**src/sv/gbn_pkg.sv**
```systemverilog
`timescale 1ns / 1ps
`default_nettype none
package gbn_pkg;

    localparam int MAX_OUT = 64;
    localparam int CNT_W   = 7;
    localparam logic [1:0] DUP_LIMIT = 2'd3;

    typedef enum logic [1:0] {
        OP_MSG  = 2'd0,
        OP_ACK  = 2'd1,
        OP_TICK = 2'd2
    } opcode_t;

    typedef enum logic [1:0] {
        CFG_WINDOW  = 2'd0,
        CFG_TIMEOUT = 2'd1,
        CFG_TOTAL   = 2'd2
    } cfg_index_t;

    typedef enum logic {
        FE_IDLE,
        FE_EXEC
    } fe_state_t;

    // one run of packets for the back end
    typedef struct packed {
        logic [31:0]      seq;
        logic [CNT_W-1:0] count;
        logic             resend;
    } job_t;

    function automatic logic [31:0] signed_byte_sum(input logic [63:0] w, input int nbytes);
        logic [31:0] s;
        s = '0;
        for (int i = 0; i < 8; i++) begin
            if (i < nbytes) begin
                s = s + {{24{w[8*i+7]}}, w[8*i +: 8]};
            end
        end
        return s;
    endfunction

    function automatic logic [63:0] narrow_payload(input logic [63:0] w, input int nbytes);
        logic [63:0] r;
        r = '0;
        for (int i = 0; i < 8; i++) begin
            if (i < nbytes) begin
                r[8*i +: 8] = w[8*i +: 8];
            end
        end
        return r;
    endfunction

endpackage
`default_nettype wire

```
**src/sv/gbn_queue.sv**
```systemverilog
`timescale 1ns / 1ps
`default_nettype none
module gbn_queue
    import gbn_pkg::*;
#(
    parameter int DW = 48
) (
    input  wire logic          aclk,
    input  wire logic          aresetn,
    input  wire logic          push,
    input  wire logic [DW-1:0] din,
    output logic               full,
    input  wire logic          pop,
    output logic [DW-1:0]      dout,
    output logic               valid
);

    localparam int DEPTH = 4;
    localparam int PW    = $clog2(DEPTH);

    logic [DW-1:0] fifo_reg [DEPTH];
    logic [PW-1:0] wr_ptr_reg, rd_ptr_reg;
    logic [PW:0]   count_reg;

    assign full  = (count_reg == (PW+1)'(DEPTH));
    assign valid = (count_reg != '0);
    assign dout  = fifo_reg[rd_ptr_reg];

    always_ff @(posedge aclk) begin
        if (!aresetn) begin
            wr_ptr_reg <= '0;
            rd_ptr_reg <= '0;
            count_reg  <= '0;
        end else begin
            if (push) begin
                wr_ptr_reg <= wr_ptr_reg + PW'(1);
            end
            if (pop) begin
                rd_ptr_reg <= rd_ptr_reg + PW'(1);
            end
            if (push && !pop) begin
                count_reg <= count_reg + (PW+1)'(1);
            end else if (pop && !push) begin
                count_reg <= count_reg - (PW+1)'(1);
            end
        end
    end

    always_ff @(posedge aclk) begin
        if (push) begin
            fifo_reg[wr_ptr_reg] <= din;
        end
    end

endmodule
`default_nettype wire

```
**config.mk**
```make
export PLATFORM = sky130hd
export DESIGN_NAME = gbn_queue
export DESIGN_NICKNAME = d
export VERILOG_FILES = /design/src/sv/gbn_pkg.sv /design/src/sv/gbn_queue.sv
export SDC_FILE = /design/constraint.sdc
export NUM_CORES = 1
export LEC_CHECK = 0
export BUFFER_PORTS_ARGS = -buffer_cell sky130_fd_sc_hd__buf_4
export CAP_MARGIN = 15
export CORE_MARGIN = 2
export CORE_UTILIZATION = 59
export CTS_BUF_LIST = sky130_fd_sc_hd__clkbuf_16
export CTS_CLUSTER_SIZE = 8
export DETAILED_ROUTE_END_ITERATION = 16
export PLACE_DENSITY = 0.83
export RECOVER_POWER = 50
export SLEW_MARGIN = 20
export SYNTH_ARGS = -nofsm -noshare
export SYNTH_HDL_FRONTEND = slang
export SYNTH_SLANG_ARGS = --single-unit
```
**constraint.sdc**
```tcl
create_clock -name aclk -period 5.2 [get_ports aclk]
set_input_delay 0.52 -clock aclk [delete_from_list [all_inputs] [get_ports aclk]]
set_output_delay 0.52 -clock aclk [all_outputs]
set_load 0.005 [all_outputs]
```
Word-level counts from Yosys, hierarchy flattened
Memory sizes are Yosys's and may differ from the RTL's. A register that Yosys moved wholly into a read port is not among the register bits.
Cells that the tools add are included.
{"block": "totals", "ramBits": 192, "n_memories": 1, "out_inout_bits": 50, "in_bits": 52, "word_cells": 21, "reg_bits": 7}
{"name": "fifo_reg", "words": 4, "word_bits": 48, "rd": 1, "rd_clocked_by_memory_dff": 1, "write_ports": 1, "line_no": "gbn_queue.sv:21", "source": "logic [DW-1:0] fifo_reg [DEPTH];"}
{"block": "op_classes", "reduce_logical": 6, "eq_ne": 1, "mux": 6, "addsub": 4}
{"operator": "$mux 3", "count": 2}
{"operator": "$add 2x1->2 const B", "count": 2}
{"operator": "$mux 2", "count": 2}
{"operator": "$add 3x1->3 const B", "count": 1}
{"operator": "$eq 3x3->1 const B", "count": 1}
{"operator": "$reduce_bool 3->1", "count": 1}
{"operator": "$sub 3x1->3 const B", "count": 1}
{"operator": "$logic_and 1x1->1", "count": 2}
{"operator": "$logic_not 1->1", "count": 2}
{"operator": "$mux 1", "count": 2}
{"operator": "$reduce_bool 2->1", "count": 1}

Depth between registers and ports, before layout
Gate-level depths: netlist of run 1.
{"block": "logic_depth", "depth_word": 4, "depth_mapped": 7, "mapped_depth_nobuf": 7}

Worst setup path before layout of run 1
OpenSTA, ideal clock, no wires.
{"block": "synth_timing", "path_kind": "reg2reg", "start": "register wr_ptr_reg[0]", "end": "memory fifo_reg[2][0], enable pin", "path_buffers": 0, "t_required_ps": 4790, "stages_incl_launch_ff": 4, "period_less_slack_ps": 2098, "arrival_time_ps": 1688, "setup_ps": 410, "slack_ps": 3102, "path_cell_list": "dfxtp_1 inv_1 ha_1 and2_1"}
{"element": "start: declaration", "line_no": "gbn_queue.sv:22", "source": "logic [PW-1:0] wr_ptr_reg, rd_ptr_reg;"}
{"element": "start signal: assignment", "line_no": "gbn_queue.sv:36", "source": "wr_ptr_reg <= wr_ptr_reg + PW'(1);"}
{"element": "end: declaration", "line_no": "gbn_queue.sv:21"}
Straight into the memory's write port.

==> results.sh, run 1 <==
export IMPL_status="complete, but fails checks"
export IMPL_failed_checks="capacitance limit, slew limit"
export IMPL_rsz0062_at_grt="no"
export IMPL_p_comb_frac=0.082
export IMPL_first_pass_iters=4
export IMPL_rows=40
export IMPL_setup_viol=0
export IMPL_clock_path_buffers=3
export IMPL_arrival_ns=2.34
export IMPL_grt_pass1_wl_mm=19.7
export IMPL_grt_ovfl_total=0
export IMPL_routabilityCongestion=0.687
export IMPL_synth_common_cells="edfxtp_1, mux4_2, and2_1, dfxtp_1, ha_1"
export IMPL_r2r_end="fifo_reg[3][47]"
export IMPL_dieArea_mm2=0.0134
export IMPL_start_util=0.608
export IMPL_fin_tns_setup_ns=0
export IMPL_p_sw_mw=0.809
export IMPL_ctsRootBufferMaster="clkbuf_16"
export IMPL_critPathMaxFanout=29
export IMPL_synth_cell_types=20
export IMPL_drive_gt1_frac=0.316
export IMPL_power_density_mw_per_mm2=430
export IMPL_hp_class="in -> reg"
export IMPL_whs_ns=0.267
export IMPL_holdBufCountCts=0
export IMPL_antenna_cells=0
export IMPL_slowest_stage="dfxtp_2"
export IMPL_slew_headroom=-0.170
export IMPL_grt_util_all_layers=0.199
export IMPL_core_area_mm2=0.0121
export IMPL_yosysTopAreaCell="edfxtp_1"
export IMPL_antenna_found_initial=0
export IMPL_hold_viol=0
export IMPL_num_vias=3423
export IMPL_crit_path_frequent_cell="buf_4"
export IMPL_pwr_share_clk=0.421
export IMPL_holdCritStartpoint="din[25]"
export IMPL_met1Wirelength_mm=5.27
export IMPL_yosys_warnings=0
export IMPL_cp_required_ns=4.68
export IMPL_synth_cells=293
export IMPL_r2r_slack_ns=2.37
export IMPL_dr_wl_met2_mm=6.41
export IMPL_largest_register_ffs=192
export IMPL_synthTopCellsByArea="edfxtp_1, mux4_2, dfxtp_1, ha_1, and2_1"
export IMPL_final_nets=478
export IMPL_dieWidth_um=116
export IMPL_p_int_mw=3.04
export IMPL_max_freq_mhz=349
export IMPL_vias_per_cell=5.60
export IMPL_cp_start_kind="register"
export IMPL_cts_buffers=29
export IMPL_htree_levels=1
export IMPL_ioPinCount=102
export IMPL_vdd_drop_max_mv=0.313
export IMPL_p_seq_frac=0.497
export IMPL_synth_top_area_frac=0.783
export IMPL_tightestPinTransition_ns=1.75
export IMPL_grt_max_degree=49
export IMPL_path_class="reg -> out"
export IMPL_cp_slowest_stage_delay_ns=0.85
export IMPL_async_flop_share=0
export IMPL_cts_sinks=201
export IMPL_clkTransAtPathRegs_ns=0.05
export IMPL_finalCritPeriodShare=0.550
export IMPL_drc=0
export IMPL_wl_met3_um=997
export IMPL_cts_resized_gates=0
export IMPL_dp_hpwl_mm=7.40
export IMPL_min_path_cells=1
export IMPL_ant_nets=0
export IMPL_drv_cap=2
export IMPL_rr_worst_depth=3
export IMPL_whs_endpoint="fifo_reg[1][25]"
export IMPL_grt_pass1_vias=3687
export IMPL_synth_seq_cells=201
export IMPL_synth_most_common_cell="edfxtp_1"
export IMPL_cp_num_buf_inv=2
export IMPL_chipHeight_um=116
export IMPL_synthesis_area_mm2=0.00736
export IMPL_cts_setup_buffers=0
export IMPL_r2r_start="wr_ptr_reg[0]"
export IMPL_area_growth_pct=21.6
export IMPL_highest_layer="met4"
export IMPL_clock_latency_ns=0.51
export IMPL_finalCriticalPeriod_ns=2.86
export IMPL_cts_tree="built"
export IMPL_p_sw_frac=0.210
export IMPL_syn_nets=351
export IMPL_post_synth_cell_area_avg_um2=25.1
export IMPL_drv_slew=44
export IMPL_synth_edff_count=192
export IMPL_io_buffer_count=101
export IMPL_clock_skew_final_ns=0.0118
export IMPL_crit_path_end_kind="primary output"
export IMPL_crit_chain="buf_4, mux4_2, buf_4"
export IMPL_leakagePower_nw=3.05
export IMPL_wire_per_inst_um=21.1
export IMPL_drt_wl_total_mm=12.9
export IMPL_synth_flop_cell="edfxtp_1"
export IMPL_synth_sequential_area_ratio=0.807
export IMPL_critPathTopFamily="flip-flops"
export IMPL_first_iter_violations=261
==> per-layer routing <==
metal / track usage / vias to the layer above
met5: 0 / -
met4: 0.0587 / 0
met3: 0.0471 / 18
met2: 0.324 / 128
met1: 0.275 / 1781
li1: - / 1496
==> placed cells by master, fill, tap and decap left out, drive strengths merged <==
master    n
clkbuf   78
dfxtp     9
or3       2
edfxtp  192
nor3b     1
clkinv    1
xnor2     2
ha        5
xor2      3
o21ai     1
inv      28
mux4     48
a21boi    1
nor2b     2
mux2i     2
fa        1
buf      57
and2      9
nand2     1
==> power by group through the flow <==
stage          Sequential [mW]  Combinational, mW  Clock (mW)
6_report                  1.91              0.315        1.62
5_1_grt                   1.92              0.342        1.72
4_1_cts                   1.92              0.337        1.65
3_5_place_dp              1.95              0.335           0
3_3_place_gp              1.94              0.326           0
2_1_floorplan             1.91              0.188           0
==> worst max path at each step <==
stage	from	endpoint	slack [ns]	depth (start not counted)
floorplan	wr_ptr_reg[0]	fifo_reg[2][0]	3.10	3
global placement	register	dout[45]	2.82	2
CTS	register	dout[45]	2.28	3
global route	wr_ptr_reg[0]	fifo_reg[3][8]	2.15	3
detailed placement	register	dout[45]	2.82	2
finish	register	dout[45]	2.34	3
==> worst register-to-register path: cells and delay by family (launching register included) <==
family	cells	cell delay (ns)
buffers and inverters	1	0.60
adder cells (fa/ha/maj)	1	0.17
AND/OR/NAND/NOR	1	1.30
flip-flops	1	0.39
==> cells by family (layout without fill, tap and decap cells) <==
| family | Yosys count | in the layout | synth area share |
|---|---|---|---|
| AOI/OAI and AO/OA | 2 | 2 | 0.00170 |
| DFF | 201 | 201 | 0.807 |
| adders and majority gates | 6 | 6 | 0.0112 |
| buffers and inverters | 14 | 164 | 0.0117 |
| muxes | 50 | 50 | 0.150 |
| and+or+nand+nor | 15 | 15 | 0.0126 |
| xor gates and xnor gates | 5 | 5 | 0.00595 |
==> area by class of cell <==
cell class	count	area [um^2]
inverters	4	15.0
well taps	168	210
clock buffers	29	726
clock inverters	25	104
fillers	745	3160
flip-flops and latches	201	5950
multi-input cells	78	1340
repair buffers	106	612
==> stage by stage <==
| stage | setup WS (ns) | area, um^2 | util | power [mW] | instances |
|---|---|---|---|---|---|
| 2_1_floorplan | 3.10 | 7360 | - | 2.10 | 293 |
| 3_3_place_gp | 2.82 | 8310 | 0.686 | 2.27 | 557 |
| 3_5_place_dp | 2.82 | 8310 | 0.686 | 2.28 | 557 |
| 4_1_cts | 2.28 | 9140 | 0.755 | 3.90 | 611 |
| 5_1_grt | 2.15 | 8950 | 0.739 | 3.99 | 611 |
| 6_report | 2.34 | 8950 | 0.739 | 3.85 | 611 |
(Power assumes the default switching activity.)
==> run 2: changes to the inputs <==
--- a/config.mk
+++ b/config.mk
@@ -8,11 +8,11 @@
 export BUFFER_PORTS_ARGS = -buffer_cell sky130_fd_sc_hd__buf_4
 export CAP_MARGIN = 15
 export CORE_MARGIN = 2
-export CORE_UTILIZATION = 59
+export CORE_UTILIZATION = 57
 export CTS_BUF_LIST = sky130_fd_sc_hd__clkbuf_16
 export CTS_CLUSTER_SIZE = 8
 export DETAILED_ROUTE_END_ITERATION = 16
-export PLACE_DENSITY = 0.83
+export PLACE_DENSITY = 0.8
 export RECOVER_POWER = 50
 export SLEW_MARGIN = 20
 export SYNTH_ARGS = -nofsm -noshare
==> constraint.sdc (replaced) <==
create_clock -name aclk -period 2.7 [get_ports aclk]
set_input_delay 0.27 -clock aclk [delete_from_list [all_inputs] [get_ports aclk]]
set_output_delay 0.27 -clock aclk [all_outputs]
set_load 0.005 [all_outputs]
==> results.sh, run 2 (same netlist as run 1, synthesis figures left out) <==
export IMPL_status="completed"
export IMPL_arrival_ns=2.08
export IMPL_rows=41
export IMPL_drv_cap=0
export IMPL_grt_pass1_vias=3983
export IMPL_hold_viol=0
export IMPL_vdd_drop_max_mv=0.583
export IMPL_r2r_slack_ns=0.44
export IMPL_routabilityCongestion=0.737
export IMPL_clock_path_buffers=3
export IMPL_cts_resized_gates=0
export IMPL_cp_num_buf_inv=2
export IMPL_core_area_mm2=0.0126
export IMPL_cp_slowest_stage_delay_ns=0.56
export IMPL_cts_buffers=29
export IMPL_area_growth_pct=28.9
export IMPL_layout_common_cells="edfxtp_1, buf_4, mux4_2, dlygate4sd3_1, clkbuf_1"
export IMPL_htree_levels=1
export IMPL_first_pass_iters=4
export IMPL_first_iter_violations=231
export IMPL_ant_nets=0
export IMPL_antenna_found_initial=0
export IMPL_cp_start_kind="register"
export IMPL_hp_class="in -> reg"
export IMPL_crit_chain="buf_4, mux4_2, buf_4"
export IMPL_stdcell_count=654
export IMPL_slowest_stage="dfxtp_4"
export IMPL_grt_ovfl_total=0
export IMPL_dp_hpwl_mm=7.76
export IMPL_antenna_cells=0
export IMPL_critPathTopFamily="flip-flops"
export IMPL_drt_wl_total_mm=13.3
export IMPL_leakagePower_nw=3.23
export IMPL_path_class="reg -> out"
export IMPL_tightestPinTransition_ns=1.27
export IMPL_ioPinCount=102
export IMPL_clkTransAtPathRegs_ns=0.05
export IMPL_fin_tns_setup_ns=0
export IMPL_drc=0
export IMPL_cts_sinks=201
export IMPL_grt_pass1_wl_mm=21.0
export IMPL_clock_skew_final_ns=0.0138
export IMPL_clock_latency_ns=0.50
export IMPL_power_density_mw_per_mm2=780
export IMPL_chipHeight_um=118
export IMPL_num_vias=3554
export IMPL_fin_total_pwr_mw=7.40
export IMPL_start_util=0.584
export IMPL_grt_util_all_layers=0.197
export IMPL_finalCriticalPeriod_ns=2.35
export IMPL_dieWidth_um=118
export IMPL_rsz0062_at_grt="no"
export IMPL_wire_per_inst_um=20.4
export IMPL_crit_path_end_kind="primary output"
export IMPL_finalCritPeriodShare=0.871
export IMPL_cts_tree="built"
export IMPL_place_inst=563
export IMPL_cp_required_ns=2.43
export IMPL_holdBufCountCts=48
export IMPL_largest_register_ffs=192
export IMPL_grt_max_degree=34
export IMPL_cts_setup_buffers=0
export IMPL_crit_path_frequent_cell="buf_4"
export IMPL_setup_viol=0
export IMPL_ctsRootBufferMaster="clkbuf_16"
export IMPL_dieArea_mm2=0.0138
export IMPL_final_util=0.752
export IMPL_vias_per_cell=5.43
export IMPL_drv_slew=0
export IMPL_final_nets=528
export IMPL_final_common_cell="edfxtp_1"
export IMPL_max_freq_mhz=425
export IMPL_slew_headroom=0.152
export IMPL_io_buffer_count=101
export IMPL_critPathMaxFanout=17
export IMPL_drive_gt1_frac=0.297
[run 2: changes by cell type in the layout (fill, tap and decap cells not counted), sizes merged]
cell         delta
dlygate4sd3    +48
inv            -11
buf             +3
clkbuf          -1
[run 2: area by class of cell]
class	instances	area, um^2
sequential	201	5950
clock inverter	14	62.6
multi-input combinational	78	1340
clock buffer	29	726
fill	757	3130
timing repair buffer	156	1190
inverter	4	15.0
tap	172	215
[run 2: path summary, 6_finish.rpt]
| check | start | endpoint | cells after the start |
|---|---|---|---|
| worst max-delay path | register | dout[5] | 3 |
| worst min-delay path | aresetn | count_reg[0] | 2 |
| worst max register to register | wr_ptr_reg[0] | fifo_reg[0][14] | 4 |
| worst min register to register | count_reg[2] | count_reg[2] | 2 |
[run 2: power by group]
| group | internal (mW) | switching, mW |
|---|---|---|
| Clock | 1.89 | 1.14 |
| Combinational | 0.414 | 0.308 |
| Sequential | 3.59 | 0.0658 |
[run 2: layer usage]
layer  wire, um  GRT usage  up-vias
li1           -          -     1594
met1       5220      0.255     1826
met2       7140      0.338      121
met3        785     0.0397       13
met4        169     0.0685        0
met5          0          0        -
[run 2: stage by stage]
step / hold slack, ns / worst slack [ns] / instance area, um^2
2_1_floorplan: 0.369 / 0.602 / 7360
3_5_place_dp: 0.473 / 0.804 / 8400
5_1_grt: 0.0441 / 0.176 / 9490
6_report: 0.0378 / 0.349 / 9490
4_1_cts: 0.0148 / 0.270 / 9670
3_3_place_gp: 0.469 / 0.821 / 8400
