$ cat src/sv/gbn_pkg.sv
`timescale 1ns / 1ps
`default_nettype none
package gbn_pkg;

    localparam int MAX_OUT = 64;
    localparam int CNT_W   = 7;
    localparam logic [1:0] DUP_LIMIT = 2'd3;

    typedef enum logic [1:0] {
        OP_MSG  = 2'd0,
        OP_ACK  = 2'd1,
        OP_TICK = 2'd2
    } opcode_t;

    typedef enum logic [1:0] {
        CFG_WINDOW  = 2'd0,
        CFG_TIMEOUT = 2'd1,
        CFG_TOTAL   = 2'd2
    } cfg_index_t;

    typedef enum logic {
        FE_IDLE,
        FE_EXEC
    } fe_state_t;

    // one run of packets for the back end
    typedef struct packed {
        logic [31:0]      seq;
        logic [CNT_W-1:0] count;
        logic             resend;
    } job_t;

    function automatic logic [31:0] signed_byte_sum(input logic [63:0] w, input int nbytes);
        logic [31:0] s;
        s = '0;
        for (int i = 0; i < 8; i++) begin
            if (i < nbytes) begin
                s = s + {{24{w[8*i+7]}}, w[8*i +: 8]};
            end
        end
        return s;
    endfunction

    function automatic logic [63:0] narrow_payload(input logic [63:0] w, input int nbytes);
        logic [63:0] r;
        r = '0;
        for (int i = 0; i < 8; i++) begin
            if (i < nbytes) begin
                r[8*i +: 8] = w[8*i +: 8];
            end
        end
        return r;
    endfunction

endpackage
`default_nettype wire

$ cat src/sv/gbn_front.sv
`timescale 1ns / 1ps
`default_nettype none
module gbn_front
    import gbn_pkg::*;
#(
    parameter int BUFFER_DEPTH  = 64,
    parameter int PAYLOAD_BYTES = 8,
    parameter int AW            = 6
) (
    input  wire logic          aclk,
    input  wire logic          aresetn,
    input  wire logic          s_tvalid,
    output logic               s_tready,
    input  wire logic [159:0]  s_tdata,
    input  wire logic [1:0]    s_tuser,
    input  wire logic          cfg_we,
    input  wire logic [1:0]    cfg_addr,
    input  wire logic [31:0]   cfg_wdata,
    input  wire logic          back_idle,
    input  wire logic          q_full,
    output logic               q_push,
    output job_t               q_job,
    output logic [AW-1:0]      q_slot,
    output logic               mem_we,
    output logic [AW-1:0]      mem_slot,
    output logic [63:0]        mem_wdata
);

    localparam int SW = ((AW > CNT_W) ? AW : CNT_W) + 1;
    localparam logic [31:0]   DEPTH32 = 32'(BUFFER_DEPTH);
    localparam logic [SW-1:0] DEPTH_S = SW'(BUFFER_DEPTH);
    localparam logic [AW-1:0] LAST_SLOT = AW'(BUFFER_DEPTH - 1);

    fe_state_t state_reg, state_next;

    logic [1:0]  op_reg;
    logic [31:0] ack_reg;
    logic        chk_ok_reg;
    logic [63:0] data_reg;

    logic [6:0]  win_reg;
    logic [15:0] tmo_reg;
    logic [31:0] total_reg;

    logic [31:0]   base_reg, base_next;
    logic [31:0]   nts_reg, nts_next;
    logic [31:0]   nf_reg, nf_next;
    logic [1:0]    dup_reg, dup_next;
    logic          tmr_on_reg, tmr_on_next;
    logic [15:0]   tmr_left_reg, tmr_left_next;
    logic [AW-1:0] base_slot_reg, base_slot_next;
    logic [AW-1:0] nts_slot_reg, nts_slot_next;
    logic [AW-1:0] nf_slot_reg, nf_slot_next;

    logic [6:0]    w_eff;
    logic [31:0]   inflight, ack_ofs, base_eff, nf_eff, pend_inflight, pend_avail;
    logic [6:0]    resend_cnt, pend_room, pend_cnt;
    logic          can_store;
    logic [SW-1:0] nts_slot_sum, base_slot_sum;
    logic [AW-1:0] nts_slot_adv, base_slot_adv, nf_slot_inc;
    logic          push_c, we_c, stall, commit;
    logic [31:0]   calc;

    assign s_tready = (state_reg == FE_IDLE);

    // checksum of an arriving ACK is settled in the accept cycle
    assign calc = s_tdata[31:0] + s_tdata[63:32]
                + signed_byte_sum(s_tdata[159:96], PAYLOAD_BYTES);

    always_ff @(posedge aclk) begin
        if (s_tvalid && s_tready) begin
            op_reg     <= s_tuser;
            ack_reg    <= s_tdata[63:32];
            chk_ok_reg <= (calc == s_tdata[95:64]);
            data_reg   <= narrow_payload(s_tdata[159:96], PAYLOAD_BYTES);
        end
    end

    always_ff @(posedge aclk) begin
        if (!aresetn) begin
            win_reg   <= 7'd8;
            tmo_reg   <= 16'd15;
            total_reg <= '0;
        end else if (cfg_we) begin
            unique case (cfg_addr)
                CFG_WINDOW:  win_reg   <= cfg_wdata[6:0];
                CFG_TIMEOUT: tmo_reg   <= cfg_wdata[15:0];
                CFG_TOTAL:   total_reg <= cfg_wdata;
                default: ;
            endcase
        end
    end

    always_comb begin
        w_eff = (win_reg == '0) ? 7'd1 : ((win_reg > 7'(MAX_OUT)) ? 7'(MAX_OUT) : win_reg);
        inflight   = nts_reg - base_reg;
        ack_ofs    = ack_reg - base_reg;
        resend_cnt = (inflight > 32'(MAX_OUT)) ? 7'(MAX_OUT) : inflight[6:0];
        can_store  = ((nf_reg - base_reg) < DEPTH32);

        base_eff      = (op_reg == OP_ACK) ? ack_reg + 32'd1 : base_reg;
        nf_eff        = (op_reg == OP_MSG) ? nf_reg + 32'd1 : nf_reg;
        pend_inflight = nts_reg - base_eff;
        pend_avail    = nf_eff - nts_reg;
        pend_room     = (pend_inflight < {25'd0, w_eff}) ? w_eff - pend_inflight[6:0] : 7'd0;
        pend_cnt      = (pend_avail < {25'd0, pend_room}) ? pend_avail[6:0] : pend_room;

        nts_slot_sum  = SW'(nts_slot_reg) + SW'(pend_cnt);
        nts_slot_adv  = (nts_slot_sum >= DEPTH_S) ? AW'(nts_slot_sum - DEPTH_S)
                                                  : AW'(nts_slot_sum);
        base_slot_sum = SW'(base_slot_reg) + SW'(ack_ofs[6:0]) + SW'(1);
        base_slot_adv = (base_slot_sum >= DEPTH_S) ? AW'(base_slot_sum - DEPTH_S)
                                                   : AW'(base_slot_sum);
        nf_slot_inc   = (nf_slot_reg == LAST_SLOT) ? '0 : nf_slot_reg + AW'(1);
    end

    always_comb begin
        state_next     = state_reg;
        base_next      = base_reg;
        nts_next       = nts_reg;
        nf_next        = nf_reg;
        dup_next       = dup_reg;
        tmr_on_next    = tmr_on_reg;
        tmr_left_next  = tmr_left_reg;
        base_slot_next = base_slot_reg;
        nts_slot_next  = nts_slot_reg;
        nf_slot_next   = nf_slot_reg;
        push_c         = 1'b0;
        we_c           = 1'b0;
        stall          = 1'b0;
        q_job          = '0;
        q_slot         = '0;

        unique case (state_reg)
            FE_IDLE: begin
                if (s_tvalid) begin
                    state_next = FE_EXEC;
                end
            end
            FE_EXEC: begin
                unique case (op_reg)
                    OP_MSG: begin
                        if (can_store) begin
                            // payload store is shared with runs still being read
                            stall        = !back_idle;
                            we_c         = 1'b1;
                            nf_next      = nf_reg + 32'd1;
                            nf_slot_next = nf_slot_inc;
                            if (pend_cnt != '0) begin
                                push_c        = 1'b1;
                                q_job         = '{seq: nts_reg, count: pend_cnt, resend: 1'b0};
                                q_slot        = nts_slot_reg;
                                nts_next      = nts_reg + {25'd0, pend_cnt};
                                nts_slot_next = nts_slot_adv;
                                if (pend_inflight == '0 && !tmr_on_reg) begin
                                    tmr_on_next   = 1'b1;
                                    tmr_left_next = tmo_reg;
                                end
                            end
                        end
                    end
                    OP_ACK: begin
                        if (chk_ok_reg) begin
                            if (ack_ofs[31]) begin
                                if (base_reg != total_reg) begin
                                    if (dup_reg == DUP_LIMIT) begin
                                        dup_next = 2'd1;
                                        if (resend_cnt != '0) begin
                                            push_c = 1'b1;
                                            q_job  = '{seq: base_reg, count: resend_cnt,
                                                       resend: 1'b1};
                                            q_slot = base_slot_reg;
                                        end
                                    end else begin
                                        dup_next = dup_reg + 2'd1;
                                    end
                                end
                            end else if (ack_ofs < inflight) begin
                                base_next      = base_eff;
                                base_slot_next = base_slot_adv;
                                tmr_on_next    = 1'b0;
                                if (base_eff == nts_reg) begin
                                    if (pend_cnt != '0) begin
                                        push_c        = 1'b1;
                                        q_job         = '{seq: nts_reg, count: pend_cnt,
                                                          resend: 1'b0};
                                        q_slot        = nts_slot_reg;
                                        nts_next      = nts_reg + {25'd0, pend_cnt};
                                        nts_slot_next = nts_slot_adv;
                                        tmr_on_next   = 1'b1;
                                        tmr_left_next = tmo_reg;
                                    end
                                end else begin
                                    tmr_on_next   = 1'b1;
                                    tmr_left_next = tmo_reg;
                                end
                            end
                        end
                    end
                    OP_TICK: begin
                        if (tmr_on_reg) begin
                            if (tmr_left_reg <= 16'd1) begin
                                tmr_left_next = tmo_reg;
                                if (resend_cnt != '0) begin
                                    push_c = 1'b1;
                                    q_job  = '{seq: base_reg, count: resend_cnt, resend: 1'b1};
                                    q_slot = base_slot_reg;
                                end
                            end else begin
                                tmr_left_next = tmr_left_reg - 16'd1;
                            end
                        end
                    end
                    default: ;
                endcase
                if (push_c && q_full) begin
                    stall = 1'b1;
                end
                if (!stall) begin
                    state_next = FE_IDLE;
                end
            end
            default: state_next = FE_IDLE;
        endcase
    end

    assign commit    = (state_reg == FE_EXEC) && !stall;
    assign q_push    = push_c && commit;
    assign mem_we    = we_c && commit;
    assign mem_slot  = nf_slot_reg;
    assign mem_wdata = data_reg;

    always_ff @(posedge aclk) begin
        if (!aresetn) begin
            state_reg <= FE_IDLE;
        end else begin
            state_reg <= state_next;
        end
    end

    always_ff @(posedge aclk) begin
        if (!aresetn) begin
            base_reg      <= '0;
            nts_reg       <= '0;
            nf_reg        <= '0;
            dup_reg       <= '0;
            tmr_on_reg    <= 1'b0;
            tmr_left_reg  <= '0;
            base_slot_reg <= '0;
            nts_slot_reg  <= '0;
            nf_slot_reg   <= '0;
        end else if (commit) begin
            base_reg      <= base_next;
            nts_reg       <= nts_next;
            nf_reg        <= nf_next;
            dup_reg       <= dup_next;
            tmr_on_reg    <= tmr_on_next;
            tmr_left_reg  <= tmr_left_next;
            base_slot_reg <= base_slot_next;
            nts_slot_reg  <= nts_slot_next;
            nf_slot_reg   <= nf_slot_next;
        end
    end

endmodule
`default_nettype wire

$ cat config.mk
export PLATFORM = sky130hd
export DESIGN_NAME = gbn_front
export DESIGN_NICKNAME = d
export VERILOG_FILES = /design/src/sv/gbn_pkg.sv /design/src/sv/gbn_front.sv
export SDC_FILE = /design/constraint.sdc
export NUM_CORES = 1
export LEC_CHECK = 0
export BUFFER_PORTS_ARGS = -buffer_cell sky130_fd_sc_hd__buf_2
export CORE_ASPECT_RATIO = 0.5
export CORE_MARGIN = 5
export CORE_UTILIZATION = 55
export CTS_BUF_LIST = sky130_fd_sc_hd__clkbuf_4 sky130_fd_sc_hd__clkbuf_8 sky130_fd_sc_hd__clkbuf_16
export DETAILED_ROUTE_END_ITERATION = 6
export GPL_TIMING_DRIVEN = 0
export PLACE_DENSITY_LB_ADDON = 0.05
export RECOVER_POWER = 25
export SETUP_SLACK_MARGIN = 0.1
export SYNTH_ARGS = -nofsm -noshare
export SYNTH_HDL_FRONTEND = slang
export SYNTH_SLANG_ARGS = --single-unit
$ cat constraint.sdc
create_clock -name aclk -period 14.2 [get_ports aclk]
set_input_delay 2.84 -clock aclk [delete_from_list [all_inputs] [get_ports aclk]]
set_output_delay 2.84 -clock aclk [all_outputs]
set_load 0.02 [all_outputs]
# After elaboration in Yosys (flattened, before gate mapping)
# Index checks and enable logic that the tools add are counted.
[classes] add_sub_neg=26 magnitude_cmp=9 n_eq_ne=18 mux=95 n_bitwise=2 reduce_logical=26
[op_table] op="$mux 40" n=12
[op_table] op="$mux 32" n=8
[op_table] op="$mux 16" n=10
[op_table] op="$sub 32x32->32" n=5
[op_table] op="$mux 6" n=21
[op_table] op="$pmux 40 s3" n=1
[op_table] op="$add 32x1->32 const B" n=2
[op_table] op="$add 32x32->32" n=2
[op_table] op="$eq 32x32->1" n=2
[op_table] op="$lt 32x7->1" n=2
[op_table] op="$pmux 32 s2" n=1
[op_table] op="$pmux 16 s3" n=1
[op_table] op="$mux 7" n=5
[op_table] op="$add 32x7->32" n=1
[op_table] op="$gt 32x7->1 const B" n=1
[op_table] op="$logic_not 32->1" n=1
[op_table] op="$lt 32x32->1" n=1
[op_table] op="$lt 32x7->1 const B" n=1
[op_table] op="$ne 32x32->1" n=1
[op_table] op="$mux 1" n=30
[op_table] op="$pmux 6 s3" n=1
[op_table] op="$add 6x7->8" n=2
[op_table] op="$ge 8x7->1 const B" n=2
[op_table] op="$le 16x1->1 const B" n=1
[op_table] op="38 further kinds" n=62
[word_totals] register_bits=288 word_cells=193

# Depth between registers and ports, before layout
[depth] ltp_word=22 ltp_mapped=50

# Worst setup path before layout
# OpenSTA, ideal clock, no wires.
[synth_path] kind="register to output" from="register op_reg[1]" to="output q_job[20] (netlist bit)" arrival_ps=9414 required_time_ps=11360 path_slack_ps=1946 path_stages_with_launch=43 cell_sequence="edfxtp_1 nand2b_1 clkbuf_1 buf_2 buf_1 clkbuf_1 buf_1 nand2_1 o21ai_0 ha_1 inv_1 fa_1 a211o_1 a211oi_1 o21bai_1 a311oi_1 nor3_1 o21a_1 [... 7 more ...] nand2_1 ha_1 or4_1 a2111oi_0 nand4_1 a311oi_1 o311ai_0 nor4bb_1 nand4_1 nor4b_1 or3b_2 nor2_1 o21bai_1 nor2_1 clkbuf_1 buf_2 a22oi_1 nor2_1"
[synth_rtl] element="from (decl)" line_no="gbn_front.sv:36" rtl="logic [1:0] op_reg;"
[synth_rtl] element="from (signal assigned)" line_no="gbn_front.sv:72" rtl="op_reg <= s_tuser;"
[synth_rtl] element="to (decl)" line_no="gbn_front.sv:22" rtl="output job_t q_job,"

==> out/qor.csv <==
metric,value,unit
synthCells,3780,
synthTopCellsByArea,"dfxtp_1, ha_1, edfxtp_1, fa_1, a21oi_1",
grt-ovfl-total,0,
placeableCoreArea,53900,um2
cp_max_fo,10,
yosys.area.top_type_share,12.60,%
reg2reg_depth,52,
maxCapViolCount,3,
slew_viol_final,18,
dp_slack,-3.383,ns
max_stage_delay,0.58,ns
yosysSeqAreaShare,22.50,%
final_core_utilization,63.07,%
setup_violations,0,
nets,4702,
synth_nets,4330,
drc_errors,1,
synthFlopType,dfxtp_1,
grt_pass1_vias,28570,
start_util,55.71,%
antenna_found_initial,12,
syn_area,30030,um2
setup_ws,0.3285,ns
synthTopCellsByCount,"inv_1, nor2_1, nand2_1",
p_per_area,179.8,nW/um2
hold_viol,0,
num_vias,30880,
cts-root-buf,clkbuf_16,
clk_latency,0.63,ns
yosysWarnings,0,
rows,60,
ys_seq_elements,288,
via_per_inst,6.314,
largest_reg_flops,64,
path_buf_inv,10,
synth_area_leader_cell,dfxtp_1,
track_usage,36.48,%
post-route-period-util,97.69,%
grt_start_max_net_pins,35,
n_fill_cell,5000,
dieArea,59660,um2
yosysMostFrequentCell,inv_1,
first_pass_iters,7,
clk_path_buf_depth,3,
async_reset_ff_share,0,%
worst-setup-path-type,reg -> out,
clock-sinks,288,
fin_crit,13.87,ns
synth.distinct_cells,101,
cp.depth,43,
max_freq,0.07209,GHz
ioPinCount,321,
cpMostUsedCell,buf_6,
hp-class,reg -> reg,
min_path_cells,2,
numPortBuffers,320,
worstMarginPinSlew,1.608,ns
htree_num_levels,1,
dp_hpwl,94190,um
syn_area_per_cell,7.945,um2
grt_pass1_wl,168600,um
drt_iter0_drc,3869,
slowest_stage,or4_1,
die_w,340.5,um
die_h,175.2,um
leakagePower,0.01468,uW
skew,0.01476,ns
end_kind,primary output,
status,finished with violations,
max_slew_margin,-9.958,%
violations,"DRC, capacitance limit, slew limit",
clk_pin_slew,0.07,ns
required,11.36,ns
start_kind,flip-flop,
wl_per_cell,23.35,um
place_congestion,1.040,
cp.arrival,11.03,ns
antenna_left,0,
cts_buffers,30,
rsz0062_at_grt,true,
cp_top_family,simple AND/OR/NAND/NOR gates,
syn_to_final_growth,13.20,%
ir_worst_vdd,0.0002624,V
synth-edff-count,99,
drive_gt1_share,11.21,%
wl,114200,um
cts_tree,yes,
## logic make-up after synthesis
family,Yosys count,share of synthesized area (%)
adders and majority gates,354,17.00
buffers and inverters,510,6.499
and+or+nand+nor,1333,22.75
AOI/OAI and AO/OA,956,20.91
xor gates and xnor gates,267,7.812
muxes,72,2.533
DFF,288,22.50
## through the flow
stage | hold WS (ns) | setup TNS, ns | instances | power (uW) | instance area, um2
5_1_grt | 0.4837 | 0 | 4890 | 6683 | 33990
6_report | 0.4606 | 0 | 4891 | 6111 | 34000
3_3_place_gp | 0.4472 | -206.36 | 4813 | 5054 | 32520
4_1_cts | 0.4605 | 0 | 4878 | 6116 | 33950
2_1_floorplan | 0.4366 | 0 | 3780 | 4334 | 30030
3_5_place_dp | 0.4512 | -214.62 | 4818 | 5185 | 32620
## path summary, 6_finish.rpt
path,from,slack (ns),endpoint
setup / recovery,op_reg[1]$_DFFE_PP_,0.33,q_job[22]
hold reg to reg,tmo_reg[11]$_SDFFE_PN0P_,0.46,tmo_reg[11]$_SDFFE_PN0P_
setup reg to reg,op_reg[1]$_DFFE_PP_,0.45,nts_reg[16]$_SDFFE_PN0P_
hold / removal,tmo_reg[11]$_SDFFE_PN0P_,0.46,tmo_reg[11]$_SDFFE_PN0P_
## report_power, final
group	internal (uW)	switching (uW)
clock	499	393
combinational	1960	2350
sequential	884	27.4
## tightest hold or removal path: cells and delay by family (launching register included)
kind / cells / cell delay [ns]
AND/OR/NAND/NOR: 1 / 0.05
AO/OA/AOI/OAI: 1 / 0.05
flip-flops: 1 / 0.31
## timing repair
item | 4_1_cts | 5_1_grt
hold buffers | 0 | 0
setup endpoints to repair | 138 | 55
pin swaps | 6 | 9
buffers inserted | 5 | 10
gates resized for setup | 52 | 27
## per-layer routing
metal  GRT usage, %  part of all wire (%)  vias to the layer above
met5              0                 0.091                        -
met4          11.34                   3.7                       18
met3          10.85                    13                      230
met2          54.08                    41                     1551
met1          51.23                    42                    14770
li1               -                     -                    14310
## layout by cell type (no fill, tap or decap), drive strengths merged, types with 28 or more instances in the layout
master,instances
nor2,334
edfxtp,99
nand3,110
nand4,79
nor4,54
ha,256
a211oi,29
xnor2,157
mux2,32
o31ai,35
or4,28
mux2i,40
a21oi,285
or3,74
o21a,47
o21ai,172
a22oi,41
clkbuf,242
nor2b,41
dfxtp,189
nand2,308
nor3,73
and2,33
inv,370
a31oi,30
buf,282
and3,39
nand2b,52
xor2,110
fa,92
a21o,80
## cell type report
cell class	count	area, um2	area share, %
clock inverter	11	140.1	0.4122
buffer	140	626.9	1.844
sequential	288	6756	19.87
clock buffer	44	940.9	2.768
tap	713	892.1	2.624
timing repair buffer	340	1683	4.950
inverter	370	1389	4.085
multi-input combinational	2982	21560	63.42
antenna	3	7.507	0.02208
(Power assumes the default switching activity.)
